### config.mk
export PLATFORM = sky130hd
export DESIGN_NAME = tga_rle_decoder
export DESIGN_NICKNAME = d
export VERILOG_FILES = /design/src/rtl/tga_pkg.sv /design/src/rtl/tga_front.sv /design/src/rtl/tga_jobq.sv /design/src/rtl/tga_back.sv /design/src/rtl/tga_rle_decoder.sv
export SDC_FILE = /design/constraint.sdc
export NUM_CORES = 1
export LEC_CHECK = 0
export CAP_MARGIN = 10
export CORE_ASPECT_RATIO = 0.6
export CORE_MARGIN = 8
export CORE_UTILIZATION = 45
export CTS_BUF_LIST = sky130_fd_sc_hd__clkbuf_8
export DETAILED_ROUTE_END_ITERATION = 6
export DONT_BUFFER_PORTS = 1
export GPL_ROUTABILITY_DRIVEN = 0
export SLEW_MARGIN = 20
export SYNTH_ARGS = -nofsm -noshare
export SYNTH_HDL_FRONTEND = slang
export SYNTH_HIERARCHICAL = 1
export SYNTH_SLANG_ARGS = --single-unit
### constraint.sdc
create_clock -name clk -period 23.7 [get_ports clk]
set_input_delay 4.74 -clock clk [delete_from_list [all_inputs] [get_ports clk]]
set_output_delay 4.74 -clock clk [all_outputs]
set_load 0.05 [all_outputs]
### src/rtl/tga_pkg.sv
// tga_pkg: shared types, constants and helpers of the TGA RLE decoder.
// Used by tga_front, tga_jobq, tga_back and tga_rle_decoder; no dependencies.
package tga_pkg;

	localparam int MAX_CHUNK_BYTES = 4;
	localparam int ADDRESS_BITS    = 26;
	localparam int RUN_BIAS        = 127;
	localparam int JOBQ_DEPTH      = 4;
	localparam int JOBQ_PTR_BITS   = $clog2(JOBQ_DEPTH);

	// output tdata layout, lowest field first
	localparam int OUT_ADDR_LSB  = 0;
	localparam int OUT_VALUE_LSB = ADDRESS_BITS;
	localparam int OUT_COUNT_LSB = ADDRESS_BITS + 32;
	localparam int OUT_BITS      = ADDRESS_BITS + 32 + 8;
	localparam int OUT_TDATA_W   = ((OUT_BITS + 7) / 8) * 8;

	// configuration register indexes
	typedef enum logic [1:0] {
		REG_CHUNK_BYTES = 2'd0,
		REG_ROW_CHUNKS  = 2'd1,
		REG_ROW_PITCH   = 2'd2,
		REG_ROW_COUNT   = 2'd3
	} reg_idx_t;

	// effective (saturated) configuration
	typedef struct packed {
		logic [2:0]  chunk_bytes;
		logic [12:0] row_chunks;
		logic [14:0] row_pitch;
		logic [12:0] row_count;
	} cfg_t;

	// one chunk handed from the parser to the segment writer
	typedef struct packed {
		logic [31:0] value;
		logic [7:0]  count;
	} job_t;

	function automatic logic [2:0] sat_chunk_bytes(input logic [2:0] raw);
		logic [2:0] r;
		r = raw;
		if (raw == 3'd0)
			r = 3'd1;
		else if (raw > 3'(MAX_CHUNK_BYTES))
			r = 3'(MAX_CHUNK_BYTES);
		return r;
	endfunction

	function automatic logic [12:0] sat_row_chunks(input logic [12:0] raw);
		logic [12:0] r;
		r = raw;
		if (raw < 13'd4)
			r = 13'd4;
		else if (raw > 13'd4096)
			r = 13'd4096;
		return r;
	endfunction

	function automatic logic [12:0] sat_row_count(input logic [12:0] raw);
		logic [12:0] r;
		r = raw;
		if (raw == 13'd0)
			r = 13'd1;
		else if (raw > 13'd4096)
			r = 13'd4096;
		return r;
	endfunction

endpackage

### src/rtl/tga_front.sv
// tga_front: packet header parser and chunk gatherer; pushes one job per chunk.
// Depends on tga_pkg.
module tga_front (
	input  logic             clk,
	input  logic             arst_n,
	input  tga_pkg::cfg_t    cfg,
	input  logic             s_tvalid,
	output logic             s_tready,
	input  logic [7:0]       s_tdata,   // [7:0] data_byte
	input  logic             q_full,
	output logic             q_push,
	output tga_pkg::job_t    q_job
);
	import tga_pkg::*;

	typedef enum logic [2:0] {
		PH_HEADER  = 3'b001,
		PH_REPEAT  = 3'b010,
		PH_LITERAL = 3'b100
	} phase_t;

	phase_t      phase_q, phase_d;
	logic [7:0]  left_q, left_d;
	logic [1:0]  bic_q, bic_d;
	logic [31:0] gather_q, gather_d;
	logic [31:0] gather_n;
	logic [7:0]  left_after;
	logic        take;

	assign s_tready = !q_full;
	assign take     = s_tvalid && s_tready;
	assign gather_n = gather_q | (32'(s_tdata) << {bic_q, 3'b000});

	always_comb begin
		phase_d    = phase_q;
		left_d     = left_q;
		bic_d      = bic_q;
		gather_d   = gather_q;
		q_push     = 1'b0;
		q_job      = '{value: gather_n, count: 8'd1};
		left_after = left_q - 8'd1;
		if (take) begin
			case (phase_q)
				PH_REPEAT, PH_LITERAL: begin
					if (({1'b0, bic_q} + 3'd1) < cfg.chunk_bytes) begin
						bic_d    = bic_q + 2'd1;
						gather_d = gather_n;
					end else begin
						q_push   = 1'b1;
						bic_d    = 2'd0;
						gather_d = '0;
						if (phase_q == PH_REPEAT) begin
							q_job.count = left_q;
							left_after  = 8'd0;
						end
						left_d = left_after;
						if (left_after == 8'd0)
							phase_d = PH_HEADER;
					end
				end
				default: begin
					if (s_tdata[7]) begin
						left_d  = s_tdata - 8'(RUN_BIAS);
						phase_d = PH_REPEAT;
					end else begin
						left_d  = s_tdata + 8'd1;
						phase_d = PH_LITERAL;
					end
					bic_d    = 2'd0;
					gather_d = '0;
				end
			endcase
		end
	end

	always_ff @(posedge clk or negedge arst_n) begin
		if (!arst_n) begin
			phase_q  <= PH_HEADER;
			left_q   <= '0;
			bic_q    <= '0;
			gather_q <= '0;
		end else begin
			phase_q  <= phase_d;
			left_q   <= left_d;
			bic_q    <= bic_d;
			gather_q <= gather_d;
		end
	end

endmodule

### src/rtl/tga_jobq.sv
// tga_jobq: small FIFO of chunk jobs between parser and segment writer.
// Depends on tga_pkg.
module tga_jobq (
	input  logic             clk,
	input  logic             arst_n,
	input  logic             push,
	input  tga_pkg::job_t    push_job,
	input  logic             pop,
	output tga_pkg::job_t    head_job,
	output logic             empty,
	output logic             full
);
	import tga_pkg::*;

	job_t                     mem_q [JOBQ_DEPTH];
	logic [JOBQ_PTR_BITS-1:0] wr_ptr_q, rd_ptr_q;
	logic [JOBQ_PTR_BITS:0]   cnt_q;
	logic                     do_push, do_pop;

	assign empty    = (cnt_q == '0);
	assign full     = (cnt_q == (JOBQ_PTR_BITS+1)'(JOBQ_DEPTH));
	assign do_push  = push && !full;
	assign do_pop   = pop && !empty;
	assign head_job = mem_q[rd_ptr_q];

	always_ff @(posedge clk) begin
		if (do_push)
			mem_q[wr_ptr_q] <= push_job;
	end

	always_ff @(posedge clk or negedge arst_n) begin
		if (!arst_n) begin
			wr_ptr_q <= '0;
			rd_ptr_q <= '0;
			cnt_q    <= '0;
		end else begin
			if (do_push)
				wr_ptr_q <= wr_ptr_q + 1'b1;
			if (do_pop)
				rd_ptr_q <= rd_ptr_q + 1'b1;
			if (do_push && !do_pop)
				cnt_q <= cnt_q + 1'b1;
			else if (do_pop && !do_push)
				cnt_q <= cnt_q - 1'b1;
		end
	end

endmodule

### src/rtl/tga_back.sv
// tga_back: splits chunk jobs into row-bounded write segments, tracks rows.
// Depends on tga_pkg.
module tga_back (
	input  logic                        clk,
	input  logic                        arst_n,
	input  tga_pkg::cfg_t               cfg,
	input  tga_pkg::job_t               head_job,
	input  logic                        head_valid,
	output logic                        pop,
	output logic                        m_tvalid,
	input  logic                        m_tready,
	output logic [tga_pkg::OUT_TDATA_W-1:0] m_tdata,
	output logic                        m_tlast,
	output logic                        m_tuser
);
	import tga_pkg::*;

	logic                    part_q;
	logic [7:0]              left_q;
	logic [11:0]             column_q;
	logic [ADDRESS_BITS-1:0] base_q;
	logic [11:0]             rows_q;
	logic                    fin_q;

	logic                    ovalid_q;
	logic [ADDRESS_BITS-1:0] oaddr_q;
	logic [31:0]             ovalue_q;
	logic [7:0]              ocount_q;
	logic                    odone_q, olast_q;

	logic [7:0]              n;
	logic [12:0]             col13, room, newcol, next_row;
	logic [7:0]              seg;
	logic [14:0]             col_off;
	logic [ADDRESS_BITS-1:0] seg_addr;
	logic                    out_free, emit, row_end, finishing, job_end;

	always_comb begin
		n        = part_q ? left_q : head_job.count;
		col13    = {1'b0, column_q};
		room     = (col13 < cfg.row_chunks) ? (cfg.row_chunks - col13) : 13'd1;
		seg      = ({5'b0, n} < room) ? n : room[7:0];
		newcol   = col13 + {5'b0, seg};
		row_end  = (newcol >= cfg.row_chunks);
		next_row = {1'b0, rows_q} + 13'd1;
		finishing = row_end && (next_row >= cfg.row_count);
		job_end  = (seg == n) || finishing;
		col_off  = {3'b0, column_q} * {12'b0, cfg.chunk_bytes};
		seg_addr = base_q + {{(ADDRESS_BITS-15){1'b0}}, col_off};
		out_free = !ovalid_q || m_tready;
		emit     = head_valid && !fin_q && out_free;
		// after the image is done, queued jobs are drained and dropped
		pop      = head_valid && (fin_q || (out_free && job_end));
	end

	always_ff @(posedge clk or negedge arst_n) begin
		if (!arst_n) begin
			part_q   <= 1'b0;
			column_q <= '0;
			base_q   <= '0;
			rows_q   <= '0;
			fin_q    <= 1'b0;
			ovalid_q <= 1'b0;
		end else begin
			if (out_free)
				ovalid_q <= emit;
			if (emit) begin
				part_q <= !job_end;
				if (row_end) begin
					column_q <= '0;
					base_q   <= base_q + {{(ADDRESS_BITS-15){1'b0}}, cfg.row_pitch};
					if (finishing)
						fin_q <= 1'b1;
					else
						rows_q <= next_row[11:0];
				end else begin
					column_q <= newcol[11:0];
				end
			end
		end
	end

	always_ff @(posedge clk) begin
		if (emit) begin
			left_q   <= n - seg;
			oaddr_q  <= seg_addr;
			ovalue_q <= head_job.value;
			ocount_q <= seg;
			odone_q  <= finishing;
			olast_q  <= job_end;
		end
	end

	assign m_tvalid = ovalid_q;
	assign m_tdata  = {{(OUT_TDATA_W-OUT_BITS){1'b0}}, ocount_q, ovalue_q, oaddr_q};
	assign m_tlast  = olast_q;
	assign m_tuser  = odone_q;

endmodule

### src/rtl/tga_rle_decoder.sv
// tga_rle_decoder: TGA RLE stream decoder producing row-bounded write segments.
// A byte that completes a chunk is queued, then registered as its first segment.
// Throughput: one input byte per cycle unless the job queue is full; one segment per
// cycle while m_tready allows, and a repeat run is split into one segment per row.
// Reset (arst_n low, async): registers back to defaults, parser awaits a header,
// row/column tracking cleared, job queue emptied. No clearing pass.
module tga_rle_decoder (
	input  logic        clk,
	input  logic        arst_n,
	input  logic        cfg_we,
	input  logic [1:0]  cfg_index,
	input  logic [14:0] cfg_data,
	input  logic        s_tvalid,
	output logic        s_tready,
	input  logic [7:0]  s_tdata,   // [7:0] data_byte
	output logic        m_tvalid,
	input  logic        m_tready,
	output logic [tga_pkg::OUT_TDATA_W-1:0] m_tdata, // write_address, chunk_value,
	                                                 // chunk_count, zero pad
	output logic        m_tlast,   // last
	output logic        m_tuser    // image_done
);
	import tga_pkg::*;

	logic [2:0]  chunk_bytes_q;
	logic [12:0] row_chunks_q;
	logic [14:0] row_pitch_q;
	logic [12:0] row_count_q;
	cfg_t        cfg;

	logic        q_push, q_pop, q_empty, q_full;
	job_t        q_job, head_job;

	always_ff @(posedge clk or negedge arst_n) begin
		if (!arst_n) begin
			chunk_bytes_q <= 3'd1;
			row_chunks_q  <= 13'd4;
			row_pitch_q   <= 15'd4;
			row_count_q   <= 13'd1;
		end else if (cfg_we) begin
			case (reg_idx_t'(cfg_index))
				REG_CHUNK_BYTES: chunk_bytes_q <= cfg_data[2:0];
				REG_ROW_CHUNKS:  row_chunks_q  <= cfg_data[12:0];
				REG_ROW_PITCH:   row_pitch_q   <= cfg_data;
				REG_ROW_COUNT:   row_count_q   <= cfg_data[12:0];
				default: ;
			endcase
		end
	end

	assign cfg = '{
		chunk_bytes: sat_chunk_bytes(chunk_bytes_q),
		row_chunks:  sat_row_chunks(row_chunks_q),
		row_pitch:   row_pitch_q,
		row_count:   sat_row_count(row_count_q)
	};

	tga_front u_front (
		.clk      (clk),
		.arst_n   (arst_n),
		.cfg      (cfg),
		.s_tvalid (s_tvalid),
		.s_tready (s_tready),
		.s_tdata  (s_tdata),
		.q_full   (q_full),
		.q_push   (q_push),
		.q_job    (q_job)
	);

	tga_jobq u_jobq (
		.clk      (clk),
		.arst_n   (arst_n),
		.push     (q_push),
		.push_job (q_job),
		.pop      (q_pop),
		.head_job (head_job),
		.empty    (q_empty),
		.full     (q_full)
	);

	tga_back u_back (
		.clk        (clk),
		.arst_n     (arst_n),
		.cfg        (cfg),
		.head_job   (head_job),
		.head_valid (!q_empty),
		.pop        (q_pop),
		.m_tvalid   (m_tvalid),
		.m_tready   (m_tready),
		.m_tdata    (m_tdata),
		.m_tlast    (m_tlast),
		.m_tuser    (m_tuser)
	);

`ifndef SYNTHESIS
	// the segment that fills the last row always closes its item
	a_done_is_last: assert property (@(posedge clk) disable iff (!arst_n)
		(m_tvalid && m_tuser) |-> m_tlast)
		else $error("image_done segment without last");

	// nothing follows once the image is done
	a_quiet_after_done: assert property (@(posedge clk) disable iff (!arst_n)
		(m_tvalid && m_tready && m_tuser) |=> !m_tvalid)
		else $error("segment after image done");

	// parser never pushes into a full queue
	a_no_overflow: assert property (@(posedge clk) disable iff (!arst_n)
		q_push |-> !q_full)
		else $error("job queue overflow");

	// every segment writes at least one chunk
	a_count_nonzero: assert property (@(posedge clk) disable iff (!arst_n)
		m_tvalid |-> (m_tdata[OUT_COUNT_LSB +: 8] != 8'd0))
		else $error("empty segment");
`endif

endmodule
==> results.cfg, run 1 <==
[drt]
routed_wl_um = 45660
post_drt_wl_per_cell_um = 20.65
vias_per_cell = 5.458
num_vias = 12070
first_pass_iters = 5
route.detailed.drc = 0
postRouteAntennaNets = 0
drt_iter0_drc = 1002

[clock_network]
cts_resized = 0
numCtsBuffers = 58
cts_tree = yes
hold_buffers = 0
cts_setup_buffers = 0
clk_pin_slew_ps = 70
cts_sinks = 385
cts_root_buffer = clkbuf_8
insertion_delay_ps = 650
clockBufferDepth = 3
h-tree-depth = 2

[worst_hold_path]
min_path_type = register to register
min_from = u_jobq/cnt_q[2]
min_path_cells = 1
hold_end = u_jobq/cnt_q[2]

[setup_path]
arrival_ps = 10750
cp-end-kind = register
slowest_delay_ps = 560
cp_common_cell = ha_1
slowest_stage = a211oi_1
cp-start-kind = register
reg2reg_depth = 40
crit_required_ps = 24210
r2r_end = u_jobq/cnt_q[1]
r2r-start = row_chunks_q[3]
worstSetupPathType = register to register
rrSetupSlack_ps = 13460
crit_fanout = 10

[yosys]
ys_seq_elements = 385
async_reset_ff_frac = 0.3870
syn_area_per_cell_um2 = 12.59
syn_inst = 1572
ys_seq_area_frac = 0.5467
ys_types = 86
synth_edf_count = 236
synth-main-ff-cell = edfxtp_1
ys.warnings.count = 6
syn-cell-area_um2 = 19790

[placement]
port_buffers = 0
placed_area_um2 = 20210
dp_hpwl_um = 32450

[global_route]
grt_max_degree = 150
grtUsageTotal = 0.1790
grt_pass1_vias = 12270
overflow = 0
grt_pass1_wl_um = 71990
antenna_found_initial = 0

[run]
drv_cap = 0

[sta]
relSlewSlack = 0.2795
fin_skew_ps = 36.48
tns_ps = 0
report.final.slew_viol_count = 0
worst_pin_slew_ps = 1072
finalHoldViolCount = 0
rsz0062_at_grt = no
finalSetupViolCount = 0
post-route-min-period_ps = 10240
period_share = 0.4319
fmax_mhz = 97.70

[final_layout]
nNetsFinal = 1745
area_growth_pct = 8.117
seq_area_um2 = 10820
multi_input_area_um2 = 8158
n_antenna_cell = 0
fill_cells = 3754
layout-drive-gt1-share = 0.1299
design_area_um2 = 21400

[floorplan]
die_w_um = 286.8
coreArea_um2 = 43330
die-height_um = 178.5
die_area_um2 = 51170
start_util = 0.4568
num_rows = 59
io_pins = 106

[outcome]
status = finished, final reports clean
through the flow:
step	setup slack [ps]	cells	hold slack [ps]	util
after floorplan	14970	1577	445.3	-
after global placement	14010	2102	469.5	0.4665
after detailed placement	13610	2102	469.6	0.4665
after CTS	13590	2211	482.4	0.4937
after global routing	12710	2211	504.2	0.4938
final	13460	2211	486.0	0.4938
sequential cells by signal, summed over array words and instances, names as in the netlist, 2 cells and up:
| signal | flops |
|---|---|
| chunk_bytes_q | 3 |
| row_chunks_q | 13 |
| row_count_q | 13 |
| row_pitch_q | 15 |
| u_back/base_q | 26 |
| u_back/column_q | 12 |
| u_back/left_q | 8 |
| u_back/oaddr_q | 26 |
| u_back/ocount_q | 8 |
| u_back/ovalue_q | 32 |
| u_back/rows_q | 12 |
| u_front/bic_q | 2 |
| u_front/gather_q | 32 |
| u_front/left_q | 8 |
| u_front/phase_q | 3 |
| u_jobq/cnt_q | 3 |
| u_jobq/mem_q | 160 |
| u_jobq/rd_ptr_q | 2 |
| u_jobq/wr_ptr_q | 2 |
synthesized netlist by cell type (all sizes together) (5+ instances only):
master,instances,area (µm²)
nand4,10,62.56
o31ai,10,80.07
xor2,48,420.4
o21a,13,97.59
nor4,8,65.06
mux2,49,555.5
fa,28,560.5
nor3b,7,68.82
nand2,123,461.7
dfrtp,144,3603
nor2,89,336.6
nand3,29,145.1
or2,5,31.28
edfxtp,236,7087
nand2b,8,50.05
xnor2,49,436.7
a22o,7,61.31
and3,9,56.30
a21oi,83,415.4
or3,12,85.08
clkbuf,31,117.6
o21ai,54,274.0
dfstp,5,131.4
mux4,40,908.4
a211oi,8,60.06
o21bai,6,45.04
a31oi,6,58.80
o22ai,6,43.79
o211ai,6,45.04
a21o,48,360.4
inv,116,435.4
mux2i,14,140.1
ha,104,1301
buf,33,287.8
and2,24,153.9
nor2b,33,206.5
nor3,25,125.1
how the worst max path moves through the flow:
stage	start	end	slack (ps)	cells past startpoint
global placement	row_chunks_q[2]	u_jobq/cnt_q[2]	14010	42
floorplan	row_chunks_q[2]	u_jobq/cnt_q[2]	14970	43
CTS	row_chunks_q[3]	u_jobq/cnt_q[1]	13590	40
detailed placement	row_chunks_q[3]	u_jobq/cnt_q[1]	13610	40
global route	row_chunks_q[6]	u_jobq/cnt_q[1]	12710	40
finish	row_chunks_q[3]	u_jobq/cnt_q[1]	13460	40
final cells by class:
class,count,area share
timing repair buffer,10,0.003508
clock buffer,67,0.04309
tap,579,0.03385
multi-input combinational,1012,0.3812
inverter,116,0.02046
clock inverter,42,0.01210
sequential,385,0.5058
cells by family (layout without fill, tap and decap cells):
logic type,Yosys count,in the layout,share of synthesized area
xor gates and xnor gates,97,97,0.04330
buffers and inverters,180,235,0.04248
muxes,103,103,0.08104
adders and majority gates,132,132,0.09406
other,1,6,0.0001895
and+or+nand+nor,393,393,0.09798
DFF,385,385,0.5467
AOI/OAI and AO/OA,281,281,0.09419
per-layer routing:
| metal | vias to the layer above | track usage | routed length [µm] |
|---|---|---|---|
| met5 | - | 0 | 0 |
| met4 | 0 | 0.04181 | 871 |
| met3 | 63 | 0.03944 | 2850 |
| met2 | 306 | 0.2446 | 17670 |
| met1 | 5995 | 0.2831 | 24270 |
| li1 | 5703 | - | - |
placed cells by master, fill, tap and decap left out, drive strengths merged, types with 33 or more instances in the layout:
master	n
edfxtp	236
dfrtp	144
inv	143
nand2	123
ha	104
nor2	89
a21oi	83
clkbuf	67
o21ai	54
mux2	49
xnor2	49
a21o	48
xor2	48
mux4	40
nor2b	33
worst max-delay path: cells and delay by family, from the launching register on:
kind / cells / cell delay (ps)
AO/OA/AOI/OAI: 18 / 4630
adder cells (fa/ha/maj): 7 / 2260
AND/OR/NAND/NOR: 10 / 2130
flip-flops: 1 / 400
buffers and inverters: 3 / 300
multiplexers: 1 / 270
XOR/XNOR: 1 / 140
Power of run 1 is left out: the tool's default activity adds up to more than one toggle a clock period on the data nets, which glitch-free logic cannot reach.
==> run 2: changes to the inputs <==
--- a/config.mk
+++ b/config.mk
@@ -5,6 +5,7 @@
 export SDC_FILE = /design/constraint.sdc
 export NUM_CORES = 1
 export LEC_CHECK = 0
+export ABC_AREA = 1
 export CAP_MARGIN = 10
 export CORE_ASPECT_RATIO = 0.6
 export CORE_MARGIN = 8
==> constraint.sdc (replaced) <==
create_clock -name clk -period 9.25 [get_ports clk]
set_input_delay 1.85 -clock clk [delete_from_list [all_inputs] [get_ports clk]]
set_output_delay 1.85 -clock clk [all_outputs]
set_load 0.05 [all_outputs]
==> run 2 against run 1 <==
Against the previous run:
- critical path depth increased by 11
- maximum frequency increased by 23%
- die area increased by 5.1%
- via count increased by 20%
- clock skew about the same
- count of clock-buffer cells in the layout increased by 4
- utilization decreased by 0.43 points
- largest cell class unchanged
- synthesized cell count increased by 36%
- final cell count increased by 28%
- cell area increased by 5.4%
==> results.cfg, run 2 <==
[clock_network]
hold_buffers = 0
h-tree-depth = 2
clk_pin_slew_ps = 60
clockBufferDepth = 3
cts_root_buffer = clkbuf_8
insertion_delay_ps = 650
cts_sinks = 385
cts_tree = yes
numCtsBuffers = 59
cts_setup_buffers = 0

[global_route]
grtUsageTotal = 0.1824
grt_pass1_wl_um = 78450
antenna_found_initial = 1
grt_max_degree = 150
grt_pass1_vias = 13910
overflow = 0

[sta]
fmax_mhz = 119.7
fin_skew_ps = 36.14
finalSetupViolCount = 0
rsz0062_at_grt = no
relSlewSlack = 0.2692
worst_pin_slew_ps = 1096
period_share = 0.9029
finalHoldViolCount = 0
post-route-min-period_ps = 8352
tns_ps = 0
report.final.slew_viol_count = 0
layout_setup_ws_ps = 898.2

[drt]
postRouteAntennaNets = 0
route.detailed.drc = 0
vias_per_cell = 5.115
first_pass_iters = 5
num_vias = 14450
post_drt_wl_per_cell_um = 17.45
drt_iter0_drc = 1046
routed_wl_um = 49300

[setup_path]
cp-start-kind = register
cp-end-kind = register
crit_fanout = 10
cp_common_cell = nand2_1
worstSetupPathType = register to register
slowest_delay_ps = 440
arrival_ps = 8870
crit_required_ps = 9770
cp_num_buf_inv = 6
slowest_stage = o21ai_0
crit_family = simple AND/OR/NAND/NOR gates

[pwr]
power.density_nw_per_um2 = 257.6
p_int_w = 0.003566
power_frac_comb = 0.364
p_sw_w = 0.002247
p_sw_frac = 0.3866
power.static_leakage_nw = 10.26
clkPwrFrac = 0.249
vdd_ir_drop_max_uv = 156.9
seq_power_share = 0.387

[floorplan]
die_area_um2 = 53800
io_pins = 106
start_util = 0.4532
coreArea_um2 = 46100
die_w_um = 294.2
num_rows = 61
die-height_um = 182.9

[yosys]
ys.warnings.count = 6
syn_inst = 2136
async_reset_ff_frac = 0.3870
ys_seq_elements = 385
yosysMostFrequentCell = nand2_1
synth_edf_count = 236
ys_types = 62
synth-main-ff-cell = edfxtp_1
syn_area_per_cell_um2 = 9.781
synth_common_cells = nand2_1, inv_1, edfxtp_1, dfrtp_1, nor2_1
yosysTopAreaCellShare = 0.3392
synth_area_leaders = edfxtp_1, dfrtp_1, nand2_1
syn-cell-area_um2 = 20890
ys_seq_area_frac = 0.5180
yosysTopAreaCell = edfxtp_1

[final_layout]
nNetsFinal = 2306
n_antenna_cell = 0
reg_top3 = u_jobq/mem_q: 160 flops, u_back/ovalue_q: 32 flops, u_front/gather_q: 32 flops
largest_reg_flops = 160
layout-drive-gt1-share = 0.1125
layout_commonest_cell = nand2_1
fill_cells = 4278
final_cell_mix = nand2_1, inv_1, edfxtp_1
top_register = u_jobq/mem_q
area_growth_pct = 8.013

[worst_hold_path]
min_path_type = register to register

[placement]
port_buffers = 0
dp_slack_ps = 1044
dp_hpwl_um = 35260

[run]
drv_cap = 0

[outcome]
status = finished, final reports clean
## run 2: timing repair
| item | in CTS | in global routing |
|---|---|---|
| endpoints found under the hold margin | 0 | 0 |
| setup endpoints to repair | 0 | 2 |
| resized for setup | 0 | 1 |
## run 2: worst reg2reg max path, delay by kind of cell, from the launching register on
| family | cells | cell delay [ps] |
|---|---|---|
| compound gates | 11 | 2090 |
| xor+xnor | 1 | 200 |
| fa+ha+maj | 7 | 2110 |
| buf+inv | 6 | 500 |
| flops | 1 | 390 |
| simple gates | 26 | 2970 |
## run 2: stage by stage
step / instance area [µm²] / hold WS, ps / utilization / total power, W / instances
floorplan: 20910 / 450.3 / - / 0.003945 / 2141
global placement: 21330 / 466.8 / 0.4627 / 0.004331 / 2713
detailed placement: 21330 / 471.7 / 0.4627 / 0.004383 / 2713
CTS: 22560 / 480.8 / 0.4895 / 0.005854 / 2825
global route: 22570 / 504.7 / 0.4895 / 0.006255 / 2825
finish: 22570 / 476.7 / 0.4895 / 0.005813 / 2825
## run 2: kinds of logic after synthesis
kind of cell	Yosys count	share of synthesized area
and+or+nand+nor	789	0.1632
buffers and inverters	391	0.08127
DFF	385	0.5180
AOI/OAI and AO/OA	356	0.1136
adders and majority gates	132	0.08912
xor gates and xnor gates	79	0.03312
muxes	3	0.001557
other	1	0.0001795
## run 2: cell type report
class                      count  area, µm²  area share
sequential                   385      10820      0.4796
tap                          630      788.3     0.03493
inverter                     323       1220     0.05406
clock buffer                  71      977.2     0.04330
clock inverter                41      255.2     0.01131
timing repair buffer          10      75.07    0.003327
multi-input combinational   1365       8427      0.3734
## run 2: worst paths after layout
| path | start | to | slack (ps) | depth (start not counted) |
|---|---|---|---|---|
| max reg2reg | row_chunks_q[9] | u_jobq/cnt_q[2] | 900 | 51 |
| max | row_chunks_q[9] | u_jobq/cnt_q[2] | 900 | 51 |
| min in group asynchronous | arst_n | u_back/rows_q[7] | 910 | 0 |
| min | u_front/phase_q[0] | u_front/phase_q[0] | 480 | 2 |
| min reg2reg | u_front/phase_q[0] | u_front/phase_q[0] | 480 | 2 |
| max in group asynchronous | arst_n | chunk_bytes_q[0] | 8040 | 0 |
## run 2: power by group through the flow
stage	Clock [W]	Combinational [W]	Sequential, W
floorplan	0	0.00171	0.00223
global placement	0	0.00206	0.00227
detailed placement	0	0.00210	0.00228
CTS	0.00150	0.00211	0.00225
global route	0.00158	0.00241	0.00227
finish	0.00145	0.00212	0.00225
## run 2: per-layer routing
layer | global-route usage | part of all wire | up-vias
li1 | - | - | 7145
met1 | 0.2911 | 0.53 | 6845
met2 | 0.2491 | 0.39 | 395
met3 | 0.03779 | 0.067 | 65
met4 | 0.03916 | 0.016 | 0
met5 | 0 | 0 | -
Power figures use the tool's default switching activity.
